## src/rtl/sctu_pkg.sv

```systemverilog
// Shared types and constants for the stopwatch / countdown timer unit.
`default_nettype none
package sctu_pkg;

   localparam int unsigned LIMIT_W    = 14;
   localparam int unsigned TICK_W     = 4;
   localparam int unsigned SECONDS_W  = 14;
   localparam int unsigned CSR_IDX_W  = 2;
   localparam int unsigned CSR_DATA_W = 14;

   // Register map
   localparam logic [CSR_IDX_W-1:0] CSR_COUNT_UP_LIMIT   = 2'd0;
   localparam logic [CSR_IDX_W-1:0] CSR_SETTING_LIMIT    = 2'd1;
   localparam logic [CSR_IDX_W-1:0] CSR_TICKS_PER_SECOND = 2'd2;

   // Register reset values
   localparam logic [LIMIT_W-1:0] RST_COUNT_UP_LIMIT   = 14'd9999;
   localparam logic [LIMIT_W-1:0] RST_SETTING_LIMIT    = 14'd5999;
   localparam logic [TICK_W-1:0]  RST_TICKS_PER_SECOND = 4'd2;

   typedef struct packed {
      logic [LIMIT_W-1:0] count_up_limit;
      logic [LIMIT_W-1:0] setting_limit;
      logic [TICK_W-1:0]  ticks_per_second;
   } cfg_type;

   typedef struct packed {
      logic start_stop;
      logic mode;
      logic clear;
      logic up;
      logic down;
   } btn_type;

   typedef struct packed {
      logic              countdown;
      logic              running;
      logic              alarm;
      logic [TICK_W-1:0] tick_count;
      btn_type           history;
   } flags_type;

endpackage
`default_nettype wire

```

## src/rtl/sctu_csr.sv

```systemverilog
// Configuration register file for the stopwatch / countdown timer unit.
`default_nettype none
module sctu_csr
   import sctu_pkg::*;
(
   input  wire logic                  clock,
   input  wire logic                  reset,
   input  wire logic                  wr_en,
   input  wire logic [CSR_IDX_W-1:0]  wr_index,
   input  wire logic [CSR_DATA_W-1:0] wr_data,
   output cfg_type                    cfg
);

   cfg_type cfg_ff;
   cfg_type cfg_in;

   always_comb begin
      cfg_in = cfg_ff;
      if (wr_en) begin
         case (wr_index)
            CSR_COUNT_UP_LIMIT:   cfg_in.count_up_limit   = wr_data[LIMIT_W-1:0];
            CSR_SETTING_LIMIT:    cfg_in.setting_limit    = wr_data[LIMIT_W-1:0];
            CSR_TICKS_PER_SECOND: cfg_in.ticks_per_second = wr_data[TICK_W-1:0];
            default:              cfg_in = cfg_ff;  // unmapped index
         endcase
      end
   end

   always_ff @(posedge clock) begin
      if (reset) begin
         cfg_ff.count_up_limit   <= RST_COUNT_UP_LIMIT;
         cfg_ff.setting_limit    <= RST_SETTING_LIMIT;
         cfg_ff.ticks_per_second <= RST_TICKS_PER_SECOND;
      end else begin
         cfg_ff <= cfg_in;
      end
   end

   assign cfg = cfg_ff;

endmodule
`default_nettype wire

```

## src/rtl/sctu_step.sv

```systemverilog
// Next-state logic for one sample: button edges, setting, tick counting.
`default_nettype none
module sctu_step
   import sctu_pkg::*;
#(
   parameter int unsigned TIME_BITS = 14
) (
   input  wire logic [TIME_BITS-1:0] sec_cur,
   input  wire flags_type            flags_cur,
   input  wire btn_type              btn_now,
   input  wire logic                 tick,
   input  wire cfg_type              cfg,
   output logic      [TIME_BITS-1:0] sec_nxt,
   output flags_type                 flags_nxt
);

   localparam int unsigned CMP_W = (TIME_BITS > LIMIT_W) ? TIME_BITS : LIMIT_W;

   btn_type             edge_det;
   logic [TIME_BITS-1:0] sec_a;
   logic [TIME_BITS-1:0] sec_b;
   logic [TIME_BITS-1:0] sec_c;
   logic                 sec_at_max;
   logic [TICK_W-1:0]    tc_inc;
   logic                 mode_v;
   logic                 run_v;
   logic                 alarm_v;

   assign edge_det = btn_now & ~flags_cur.history;

   always_comb begin
      mode_v  = flags_cur.countdown ^ edge_det.mode;
      run_v   = edge_det.mode ? 1'b0 : flags_cur.running;
      alarm_v = flags_cur.alarm;
      sec_a   = sec_cur;

      if (edge_det.start_stop) begin
         run_v = ~run_v;
         if (run_v) begin
            alarm_v = 1'b0;
         end
      end
      if (edge_det.clear) begin
         sec_a   = '0;
         alarm_v = 1'b0;
      end

      // manual setting, timer mode while stopped
      sec_b = sec_a;
      if (mode_v && !run_v && edge_det.up && (sec_a != {TIME_BITS{1'b1}})
          && (CMP_W'(sec_a) < CMP_W'(cfg.setting_limit))) begin
         sec_b = sec_a + 1'b1;
      end
      sec_c = sec_b;
      if (mode_v && !run_v && edge_det.down && (sec_b != '0)) begin
         sec_c = sec_b - 1'b1;
      end

      // tick prescaler and second count
      sec_at_max = (sec_c == {TIME_BITS{1'b1}});
      tc_inc     = flags_cur.tick_count + 1'b1;
      sec_nxt    = sec_c;
      flags_nxt.tick_count = flags_cur.tick_count;
      if (tick && run_v) begin
         if (tc_inc >= cfg.ticks_per_second) begin
            flags_nxt.tick_count = '0;
            if (!mode_v) begin
               if (!sec_at_max && (CMP_W'(sec_c) < CMP_W'(cfg.count_up_limit))) begin
                  sec_nxt = sec_c + 1'b1;
               end
            end else if (sec_c != '0) begin
               sec_nxt = sec_c - 1'b1;
               if (sec_c == TIME_BITS'(1)) begin
                  alarm_v = 1'b1;
               end
            end
         end else begin
            flags_nxt.tick_count = tc_inc;
         end
      end

      flags_nxt.countdown = mode_v;
      flags_nxt.running   = run_v;
      flags_nxt.alarm     = alarm_v;
      flags_nxt.history   = btn_now;
   end

endmodule
`default_nettype wire

```

## src/rtl/stopwatch_countdown_timer_unit.sv

```systemverilog
// Top level of the stopwatch / countdown timer unit.
//
//   channel  dir  handshake            contents
//   req_*    in   req_valid/req_stall  tick flag and five button levels, one sample
//   rsp_*    out  rsp_valid/rsp_stall  seconds, mode, running, alarm after the sample
//   csr_*    in   csr_valid/csr_ready  register index and write data
//
// A request is captured in an input register and is then applied to the timer
// state once the response slot is free; the state register itself is the result
// register, so the response is registered.
// One request per clock is sustained while rsp_stall is low; the only limit is
// the update of the state from the input register.
// Synchronous reset clears the state, the registers to their defaults, and
// both valid flags. A stalled response holds the state; the input register
// still takes one more request, then req_stall rises until rsp_stall drops.
// csr_ready is always high.
`default_nettype none
module stopwatch_countdown_timer_unit
   import sctu_pkg::*;
#(
   parameter int unsigned TIME_BITS = 14
) (
   input  wire logic                  clock,
   input  wire logic                  reset,
   // request channel
   input  wire logic                  req_valid,
   output logic                       req_stall,
   input  wire logic                  req_tick,
   input  wire logic                  req_start_stop_pressed,
   input  wire logic                  req_mode_pressed,
   input  wire logic                  req_clear_pressed,
   input  wire logic                  req_up_pressed,
   input  wire logic                  req_down_pressed,
   // response channel
   output logic                       rsp_valid,
   input  wire logic                  rsp_stall,
   output logic [SECONDS_W-1:0]       rsp_seconds_value,
   output logic                       rsp_countdown_mode,
   output logic                       rsp_is_running,
   output logic                       rsp_alarm_on,
   // register write port
   input  wire logic                  csr_valid,
   output logic                       csr_ready,
   input  wire logic [CSR_IDX_W-1:0]  csr_index,
   input  wire logic [CSR_DATA_W-1:0] csr_wdata
);

   localparam int unsigned OUT_W = (TIME_BITS > SECONDS_W) ? TIME_BITS : SECONDS_W;

   cfg_type              cfg;
   logic                 in_vld_ff;
   logic                 in_vld_in;
   logic                 in_tick_ff;
   btn_type              in_btn_ff;
   btn_type              req_btn;
   logic                 out_vld_ff;
   logic                 out_vld_in;
   logic [TIME_BITS-1:0] sec_ff;
   logic [TIME_BITS-1:0] sec_in;
   flags_type            flags_ff;
   flags_type            flags_in;
   logic                 req_take;
   logic                 advance;
   logic [OUT_W-1:0]     sec_wide;

   assign csr_ready = 1'b1;

   sctu_csr u_csr (
      .clock    (clock),
      .reset    (reset),
      .wr_en    (csr_valid && csr_ready),
      .wr_index (csr_index),
      .wr_data  (csr_wdata),
      .cfg      (cfg)
   );

   // Handshake: the sample moves into the state when the result slot frees up
   assign advance   = in_vld_ff && (!out_vld_ff || !rsp_stall);
   assign req_stall = in_vld_ff && !advance;
   assign req_take  = req_valid && !req_stall;

   assign in_vld_in  = req_take ? 1'b1 : (advance ? 1'b0 : in_vld_ff);
   assign out_vld_in = advance ? 1'b1 : (rsp_stall ? out_vld_ff : 1'b0);

   assign req_btn.start_stop = req_start_stop_pressed;
   assign req_btn.mode       = req_mode_pressed;
   assign req_btn.clear      = req_clear_pressed;
   assign req_btn.up         = req_up_pressed;
   assign req_btn.down       = req_down_pressed;

   always_ff @(posedge clock) begin
      if (reset) begin
         in_vld_ff  <= 1'b0;
         out_vld_ff <= 1'b0;
      end else begin
         in_vld_ff  <= in_vld_in;
         out_vld_ff <= out_vld_in;
      end
   end

   // input payload register, no reset needed
   always_ff @(posedge clock) begin
      if (req_take) begin
         in_tick_ff <= req_tick;
         in_btn_ff  <= req_btn;
      end
   end

   sctu_step #(
      .TIME_BITS (TIME_BITS)
   ) u_step (
      .sec_cur   (sec_ff),
      .flags_cur (flags_ff),
      .btn_now   (in_btn_ff),
      .tick      (in_tick_ff),
      .cfg       (cfg),
      .sec_nxt   (sec_in),
      .flags_nxt (flags_in)
   );

   // Timer state doubles as the response register
   always_ff @(posedge clock) begin
      if (reset) begin
         sec_ff   <= '0;
         flags_ff <= '0;
      end else if (advance) begin
         sec_ff   <= sec_in;
         flags_ff <= flags_in;
      end
   end

   assign sec_wide           = OUT_W'(sec_ff);
   assign rsp_valid          = out_vld_ff;
   assign rsp_seconds_value  = sec_wide[SECONDS_W-1:0];
   assign rsp_countdown_mode = flags_ff.countdown;
   assign rsp_is_running     = flags_ff.running;
   assign rsp_alarm_on       = flags_ff.alarm;

endmodule
`default_nettype wire

```

## config.mk

```make
export PLATFORM = sky130hd
export DESIGN_NAME = stopwatch_countdown_timer_unit
export DESIGN_NICKNAME = d
export VERILOG_FILES = /design/src/rtl/sctu_pkg.sv /design/src/rtl/sctu_csr.sv /design/src/rtl/sctu_step.sv /design/src/rtl/stopwatch_countdown_timer_unit.sv
export SDC_FILE = /design/constraint.sdc
export NUM_CORES = 1
export LEC_CHECK = 0
export BUFFER_PORTS_ARGS = -buffer_cell sky130_fd_sc_hd__buf_2
export CELL_PAD_IN_SITES_DETAIL_PLACEMENT = 1
export CELL_PAD_IN_SITES_GLOBAL_PLACEMENT = 1
export CORE_UTILIZATION = 40
export CTS_BUF_LIST = sky130_fd_sc_hd__clkbuf_8
export DETAILED_ROUTE_END_ITERATION = 12
export GPL_TIMING_DRIVEN = 0
export MAX_ROUTING_LAYER = met4
export PLACE_DENSITY_LB_ADDON = 0.08
export SYNTH_ARGS = -nofsm -noshare
export SYNTH_HDL_FRONTEND = slang
export SYNTH_HIERARCHICAL = 1
export SYNTH_SLANG_ARGS = --single-unit
```

## constraint.sdc

```tcl
create_clock -name clock -period 7.49 [get_ports clock]
set_clock_uncertainty 0.2 [all_clocks]
set_input_delay 0.749 -clock clock [delete_from_list [all_inputs] [get_ports clock]]
set_output_delay 0.749 -clock clock [all_outputs]
set_load 0.01 [all_outputs]
```

==> impl_summary.txt, run 1 <==
----------------------------------------------------
[Floorplanning]
  Floorplan Core Area ... 14500 um2
  Area enclosed by the die boundary ... 15400 um2
  Overall die width ... 124 um
  Initial standard-cell utilization of the core ... 41.0%
  Floorplan row count ... 44
  Count of boundary I/O pins ... 47
  Die H ... 124 um

[Logic synthesis]
  EDFF count, synth ... 6
  Count of state elements after synthesis ... 66
  Library cell with the largest summed area after synthesis ... sky130_fd_sc_hd__dfxtp_1
  Unique cell type count in the Yosys netlist ... 96
  YS warnings ... 6
  Share of synthesized area occupied by flip-flops and latches ... 23.2%
  Number of standard cells after synthesis ... 711
  Top area cells in the synthesized netlist ... sky130_fd_sc_hd__dfxtp_1, sky130_fd_sc_hd__mux2i_1, sky130_fd_sc_hd__nand2b_1, sky130_fd_sc_hd__ha_1, sky130_fd_sc_hd__xnor2_1
  Area share of the largest cell type after synthesis ... 20.2%
  Commonest cells in the netlist ... sky130_fd_sc_hd__nand2b_1, sky130_fd_sc_hd__mux2i_1, sky130_fd_sc_hd__dfxtp_1
  Proportion of synthesized flip-flops having asynchronous set or reset ... 0%
  Number of nets in the synthesized netlist ... 767
  Top FF cell, synth ... sky130_fd_sc_hd__dfxtp_1
  Most instantiated library cell after synthesis ... sky130_fd_sc_hd__nand2b_1
  Syn avg cell area ... 8.37 um2
  Cell area after synthesis ... 5950 um2

[Placement]
  Placement Cell Area ... 6400 um2
  Gp weighted congestion ... a little under 0.9
  Number of buffers inserted by port buffering ... 44
  Pre-CTS setup slack ... -1.43 ns
  HPWL after DPL ... about 15000 um

[Routing]
  Total Wirelength ... 19500 um
  DR pass1 iterations ... 4
  Drt wl/cell ... ~20 um
  Detailed-route via count ... 5407
  Detail Route Antenna Nets ... 0
  Number of DRC markers in iteration 0 ... 311
  DRC violations left ... 0
  Via density ... 5.56

[Finish]
  Count of nets after finishing ... 840
  Antenna cell count ... 0
  Area growth from synthesis to layout ... 17.4%
  Layout Cell Area excl Fill ... 6990 um2
  Fraction of layout instances using a drive strength above 1 ... 21.5%

[Job]
  Max_cap viols ... 0

[Global route]
  Number of antenna violations at the first check in global routing ... 0
  Overall global routing resource usage ... ~28%
  Grt ovf ... 0
  Largest net degree at the start of global routing ... 13
  Global-route wire length before repair ... 30800 um
  Number of global-route vias before repair ... 5633

[Run status]
  Outcome ... complete, no violations

[Critical path]
  Launching element type of the critical path ... register
  Worst path arrival time ... around 7.3 ns
  Highest-delay cell along the critical path ... sky130_fd_sc_hd__or4_4
  Required arrival time at the worst endpoint ... 7.59 ns
  CP peak stage delay ... 0.54 ns
  Type of the worst setup path ... register to register
  CP max FO ... 10
  CP Capture Type ... register

[Timing]
  Shortest period the worst path allows ... 7.22 ns
  WHS ... 0.276 ns
  Final total negative setup slack ... 0 ns
  Worst Max-Slew Pin Slew ... 1.14 ns
  Number of setup violations in the final report ... 0
  Fin. Hold Viols ... 0
  Max-slew violation count ... 0
  Post-route fraction of the period consumed by the critical path ... around 96%
  Tightest slew margin relative to the limit ... a little under a quarter
  Peak clock frequency supported by timing ... approximately 140 MHz
  Final worst-path setup slack ... ~0.27 ns

[Power and ir drop]
  Leak ... 2.98 nW
  Power density relative to cell area ... 133 nW/um2
  IR Drop Worst-Case VDD ... 90.7 uV

[CTS]
  CTS tree ... done
  H-tree depth reported by CTS ... 3
  Clock insertion delay at the later pin of the skew report ... approximately 0.37 ns
  Clock-pin transition on the worst setup and hold timing paths ... 0.08 ns
  Clock Sink Count ... 66
  Total clock buffers created by CTS ... 9
  Maximum number of buffers from clock root to sink ... 2
  Root Buffer ... sky130_fd_sc_hd__clkbuf_8

[Hold path]
  Type of the most critical hold path ... register to register

----------------------------------------------------
==> stage by stage <==
stage | power (mW) | instances | util, %
final | 0.929 | 973 | 48.1
after global routing | 0.970 | 973 | 48.1
after CTS | 0.933 | 965 | 46.9
after detailed placement | 0.565 | 939 | 44.1
after global placement | 0.559 | 939 | 44.1
after floorplan | 0.507 | 711 | -
==> layout by cell type, fill, tap and decap left out, types with 25 or more instances in the layout <==
master / instances
sky130_fd_sc_hd__nand2b_1: 87
sky130_fd_sc_hd__mux2i_1: 62
sky130_fd_sc_hd__dfxtp_1: 60
sky130_fd_sc_hd__nor2_1: 55
sky130_fd_sc_hd__buf_2: 52
sky130_fd_sc_hd__nand2_1: 46
sky130_fd_sc_hd__inv_1: 45
sky130_fd_sc_hd__buf_4: 29
sky130_fd_sc_hd__ha_1: 27
sky130_fd_sc_hd__xnor2_1: 25
==> routing by layer <==
layer / track usage [%] / vias to the layer above / share of wire [%]
li1: - / 2645 / -
met1: 35.8 / 2639 / 47
met2: 45.2 / 101 / 47
met3: 3.85 / 22 / 3.0
met4: 8.71 / 0 / 2.1
met5: - / - / 0
==> path summary, 6_finish.rpt <==
| kind | from | end | slack, ns | cells past startpoint |
|---|---|---|---|---|
| min reg2reg | u_csr/cfg[17] | u_csr/cfg[17] | 0.28 | 2 |
| min | u_csr/cfg[17] | u_csr/cfg[17] | 0.28 | 2 |
| max | in_btn_ff[2] | rsp_seconds_value[13] | 0.27 | 34 |
| max reg2reg | in_btn_ff[2] | rsp_seconds_value[13] | 0.27 | 34 |
==> sequential cells by signal, indices dropped and copies added, names as in the netlist <==
register,count
flags_ff,9
in_btn_ff,5
in_tick_ff,1
in_vld_ff,1
rsp_alarm_on,1
rsp_countdown_mode,1
rsp_is_running,1
rsp_seconds_value,14
rsp_valid,1
u_csr/cfg,32
==> logic make-up after synthesis <==
family	share of synthesized area [%]
and+or+nand+nor	28.7
AOI/OAI and AO/OA	15.8
buffers and inverters	7.25
muxes	11.4
DFF	23.2
xor gates and xnor gates	7.50
adders and majority gates	6.09
other	0.0630
==> power by group <==
part / switching, mW / total, mW / internal [mW]
Clock: 0.155 / 0.353 / 0.198
Combinational: 0.117 / 0.198 / 0.0809
Sequential: 0.0104 / 0.378 / 0.368
Total: 0.282 / 0.929 / 0.647
==> final cells by class <==
cell class	instances	area, um2
Inverter	47	176
Multi-Input combinational cell	556	4320
Sequential cell	66	1380
Fill cell	1758	7550
Clock inverter	6	90.1
Timing Repair Buffer	63	363
Clock buffer	10	138
Buffer	41	287
Tap cell	184	230
==> worst max-delay path: cells and delay by family (launching register included) <==
kind                       cells  cell delay [ns]
adders and majority gates      3             0.66
AOI/OAI and AO/OA              9             1.58
xor gates and xnor gates       1             0.18
and+or+nand+nor               10             2.17
muxes                          4             0.95
DFF                            1             0.44
buffers and inverters          7             0.98
==> timing repair <==
action                                  4_1_cts  5_1_grt
setup buffers                                10        9
gates cloned                                  0        0
hold buffers                                  0        0
resized for setup                            22       24
endpoints found under the setup margin       15       14
pin swaps                                     7        4
hold endpoints to repair                      0        0
Power figures use the tool's default switching activity.
==> run 2: changes to the inputs <==
--- a/config.mk
+++ b/config.mk
@@ -5,6 +5,7 @@
 export SDC_FILE = /design/constraint.sdc
 export NUM_CORES = 1
 export LEC_CHECK = 0
+export ABC_AREA = 1
 export BUFFER_PORTS_ARGS = -buffer_cell sky130_fd_sc_hd__buf_2
 export CELL_PAD_IN_SITES_DETAIL_PLACEMENT = 1
 export CELL_PAD_IN_SITES_GLOBAL_PLACEMENT = 1
@@ -14,6 +15,7 @@
 export GPL_TIMING_DRIVEN = 0
 export MAX_ROUTING_LAYER = met4
 export PLACE_DENSITY_LB_ADDON = 0.08
+export SETUP_SLACK_MARGIN = 0.4
 export SYNTH_ARGS = -nofsm -noshare
 export SYNTH_HDL_FRONTEND = slang
 export SYNTH_HIERARCHICAL = 1
==> run 2 against run 1 <==
Sequential share of layout area is 0.18 points lower. Critical path depth is 5 higher. Hold slack worse by 0.018 ns. Sequential power is 6.1% higher. Via count is 23% higher. Sequential cell count stayed put. Fmax is 15% higher. Total power is 30% higher. Final area is 0.90% higher. Clock-buffer cell count is 1 lower. Global-route usage is 0.63 points lower. Die area is 7.0% higher. Critical endpoint is now rsp_seconds_value[0]. Largest power group is now combinational cells. Highest routed layer unchanged.
==> impl_summary.txt, run 2 <==
----------------------------------------------------
[Run status]
  Outcome ... complete, no violations (unchanged)

[CTS]
  Root Buffer ... sky130_fd_sc_hd__clkbuf_8 (unchanged)
  CTS Hold Bufs ... 0 (unchanged)
  H-tree depth reported by CTS ... 3 (unchanged)
  Clock insertion delay at the later pin of the skew report ... 0.34 ns (was 0.37 ns)
  Maximum number of buffers from clock root to sink ... 2 (unchanged)
  Postcts setup bufs ... 0 (was 10)
  Clock-pin transition on the worst setup and hold timing paths ... 0.07 ns (was 0.08 ns)
  CTS tree ... done (unchanged)
  Count of instances resized after the clock tree is built ... 0 (was 22)
  Total clock buffers created by CTS ... 9 (unchanged)
  Clock Sink Count ... 66 (unchanged)

[Critical path]
  CP dominant cell by count ... sky130_fd_sc_hd__nand2_1
  Highest-delay cell along the critical path ... sky130_fd_sc_hd__edfxtp_1 (was sky130_fd_sc_hd__or4_4)
  Worst path arrival time ... 6.29 ns (was 7.32 ns)
  R2r worst-path depth ... 39 (was 34)
  Reg2Reg Launch Point ... in_btn_ff[2] (unchanged)
  CP Capture Type ... register (unchanged)
  Reg2reg setup slack ... 1.23 ns (was 0.27 ns)
  Required arrival time at the worst endpoint ... 7.52 ns (was 7.59 ns)
  CP peak stage delay ... 0.51 ns (was 0.54 ns)
  CP max FO ... 10 (unchanged)
  Type of the worst setup path ... register to register (unchanged)
  CP startpoint ... in_btn_ff[2] (unchanged)
  Reg-to-reg endpoint ... rsp_seconds_value[0] (was rsp_seconds_value[13])
  Launching element type of the critical path ... register (unchanged)

[Hold path]
  Worst hold path stage count ... 2 (unchanged)
  Launch instance of the worst min-delay path ... u_csr/cfg[10] (was u_csr/cfg[17])
  Endpoint of the worst hold path ... u_csr/cfg[10] (was u_csr/cfg[17])
  Type of the most critical hold path ... register to register (unchanged)

[Placement]
  Number of buffers inserted by port buffering ... 44 (unchanged)
  Gp weighted congestion ... 0.858 (was 0.875)
  Placed instance count ... 1308 (was 939)
  HPWL after DPL ... 17000 um (was 15200 um)

[Floorplanning]
  Floorplan Core Area ... 15400 um2 (was 14500 um2)
  Count of boundary I/O pins ... 47 (unchanged)
  Overall die width ... 128 um (was 124 um)
  Floorplan row count ... 45 (was 44)
  Die H ... 128 um (was 124 um)
  Initial standard-cell utilization of the core ... 41.5% (was 41.0%)
  Area enclosed by the die boundary ... 16500 um2 (was 15400 um2)

[Timing]
  Final total negative setup slack ... 0 ns (unchanged)
  Worst Max-Slew Pin Slew ... 1.07 ns (was 1.14 ns)
  WHS ... 0.259 ns (was 0.276 ns)
  Fin. Hold Viols ... 0 (unchanged)
  Shortest period the worst path allows ... 6.26 ns (was 7.22 ns)
  Unrepaired setup endpoints after global routing ... false
  Post-route fraction of the period consumed by the critical path ... 83.6% (was 96.4%)
  Number of setup violations in the final report ... 0 (unchanged)
  Tightest slew margin relative to the limit ... 27.8% (was 23.4%)
  Peak clock frequency supported by timing ... 160 MHz (was 139 MHz)
  Max-slew violation count ... 0 (unchanged)

[Routing]
  Detailed-route via count ... 6642 (was 5407)
  Total Wirelength ... 20800 um (was 19500 um)
  DR pass1 iterations ... 5 (was 4)
  Detail Route Antenna Nets ... 0 (unchanged)
  DRC violations left ... 0 (unchanged)
  Number of DRC markers in iteration 0 ... 287 (was 311)
  Via density ... 5.02 (was 5.56)
  Drt wl/cell ... 15.7 um (was 20.0 um)

[Logic synthesis]
  Count of state elements after synthesis ... 66 (unchanged)
  EDFF count, synth ... 6 (unchanged)
  Proportion of synthesized flip-flops having asynchronous set or reset ... 0% (unchanged)
  YS warnings ... 6 (unchanged)
  Number of standard cells after synthesis ... 1053 (was 711)
  Share of synthesized area occupied by flip-flops and latches ... 21.6% (was 23.2%)
  Syn avg cell area ... 6.06 um2 (was 8.37 um2)
  Top FF cell, synth ... sky130_fd_sc_hd__dfxtp_1 (unchanged)
  Commonest cells in the netlist ... sky130_fd_sc_hd__nand2_1, sky130_fd_sc_hd__inv_1, sky130_fd_sc_hd__nand3_1 (was sky130_fd_sc_hd__nand2b_1, sky130_fd_sc_hd__mux2i_1, sky130_fd_sc_hd__dfxtp_1)
  Most instantiated library cell after synthesis ... sky130_fd_sc_hd__nand2_1 (was sky130_fd_sc_hd__nand2b_1)
  Area share of the largest cell type after synthesis ... 18.8% (was 20.2%)
  Top area cells in the synthesized netlist ... sky130_fd_sc_hd__dfxtp_1, sky130_fd_sc_hd__nand2_1, sky130_fd_sc_hd__nand3_1, sky130_fd_sc_hd__inv_1, sky130_fd_sc_hd__nor2_1 (was sky130_fd_sc_hd__dfxtp_1, sky130_fd_sc_hd__mux2i_1, sky130_fd_sc_hd__nand2b_1, sky130_fd_sc_hd__ha_1, sky130_fd_sc_hd__xnor2_1)
  Cell area after synthesis ... 6380 um2 (was 5950 um2)
  Unique cell type count in the Yosys netlist ... 42 (was 96)
  Number of nets in the synthesized netlist ... 1109 (was 767)
  Library cell with the largest summed area after synthesis ... sky130_fd_sc_hd__dfxtp_1 (unchanged)

[Global route]
  Global-route wire length before repair ... 33700 um (was 30800 um)
  Number of antenna violations at the first check in global routing ... 0 (unchanged)
  Largest net degree at the start of global routing ... 12 (was 13)
  Number of global-route vias before repair ... 6496 (was 5633)
  Overall global routing resource usage ... 27.2% (was 27.9%)
  Grt ovf ... 0 (unchanged)

[Finish]
  Most common cell after layout, fill and taps aside ... sky130_fd_sc_hd__nand2_1 (was sky130_fd_sc_hd__nand2b_1)
  Fraction of layout instances using a drive strength above 1 ... 16.8% (was 21.5%)
  Count of nets after finishing ... 1164 (was 840)
  Flip-flop count of the largest register, all copies and words added ... 32 (unchanged)
  Area growth from synthesis to layout ... 10.5% (was 17.4%)
  Filler-free cell count of the finished design ... 1324 (was 973)
  Fillers ... 2176 (was 1758)
  Antenna cell count ... 0 (unchanged)
  Most frequent cells in the layout ... sky130_fd_sc_hd__nand2_1, sky130_fd_sc_hd__inv_1, sky130_fd_sc_hd__nand3_1 (was sky130_fd_sc_hd__nand2b_1, sky130_fd_sc_hd__mux2i_1, sky130_fd_sc_hd__dfxtp_1)

[Power and ir drop]
  Leak ... 3.85 nW (was 2.98 nW)
  Power density relative to cell area ... 172 nW/um2 (was 133 nW/um2)
  IR Drop Worst-Case VDD ... 122 uV (was 90.7 uV)

[Job]
  Max_cap viols ... 0 (unchanged)

----------------------------------------------------
[run 2: per-layer routing]
metal	vias up	track usage, %	wire, um
met1	3108	35.7	10200
met3	16	2.50	659
li1	3422	-	-
met5	-	-	0
met4	0	6.57	335
met2	96	45.0	9620
[run 2: layout make-up]
cell class                      instances  area [um2]  share of cell area, %
Buffer                                 45         348                   4.93
Clock buffer                            9         124                   1.76
Clock inverter                          7        61.3                  0.870
Inverter                              182         683                   9.69
Multi-Input combinational cell        760        3970                   56.3
Sequential cell                        66        1380                   19.6
Tap cell                              211         264                   3.74
Timing Repair Buffer                   44         220                   3.12
[run 2: report_power, final]
| group | total, mW | internal [mW] | switching (mW) | leakage (nW) |
|---|---|---|---|---|
| clock | 0.290 | 0.150 | 0.140 | 0.0931 |
| combinational | 0.519 | 0.171 | 0.347 | 3.21 |
| sequential | 0.401 | 0.378 | 0.0228 | 0.552 |
| total | 1.21 | 0.699 | 0.510 | 3.85 |
[run 2: critical path, delay by kind of cell, from the launching register on]
family	cells	cell delay, ns
compound gates	4	0.65
fa+ha+maj	3	0.93
buf+inv	7	0.81
flops	1	0.51
simple gates	25	3.01
[run 2: cell families after synthesis]
kind of cell,Yosys count,synth area share [%]
XOR/XNOR,16,2.20
buffers and inverters,227,16.2
flip-flops,66,21.6
AND/OR/NAND/NOR,632,46.6
adder cells (fa/ha/maj),29,5.69
other,1,0.0588
AO/OA/AOI/OAI,82,7.65
[run 2: worst max-delay path by stage]
stage	to	slack [ns]	depth (start not counted)
4_1_cts	rsp_seconds_value[0]	1.20	37
3_3_place_gp	rsp_seconds_value[0]	1.38	37
5_1_grt	rsp_seconds_value[0]	0.72	39
3_5_place_dp	rsp_seconds_value[0]	1.23	37
6_report	rsp_seconds_value[0]	1.23	39
2_1_floorplan	rsp_seconds_value[0]	2.39	39
[run 2: stage by stage]
stage | utilization [%] | instance area [um2] | setup WS, ns | power [mW]
finish | 45.9 | 7050 | 1.23 | 1.21
global route | 45.9 | 7050 | 0.722 | 1.30
CTS | 45.9 | 7050 | 1.20 | 1.22
detailed placement | 44.7 | 6870 | 1.23 | 0.926
global placement | 44.7 | 6870 | 1.38 | 0.915
floorplan | - | 6380 | 2.39 | 0.785
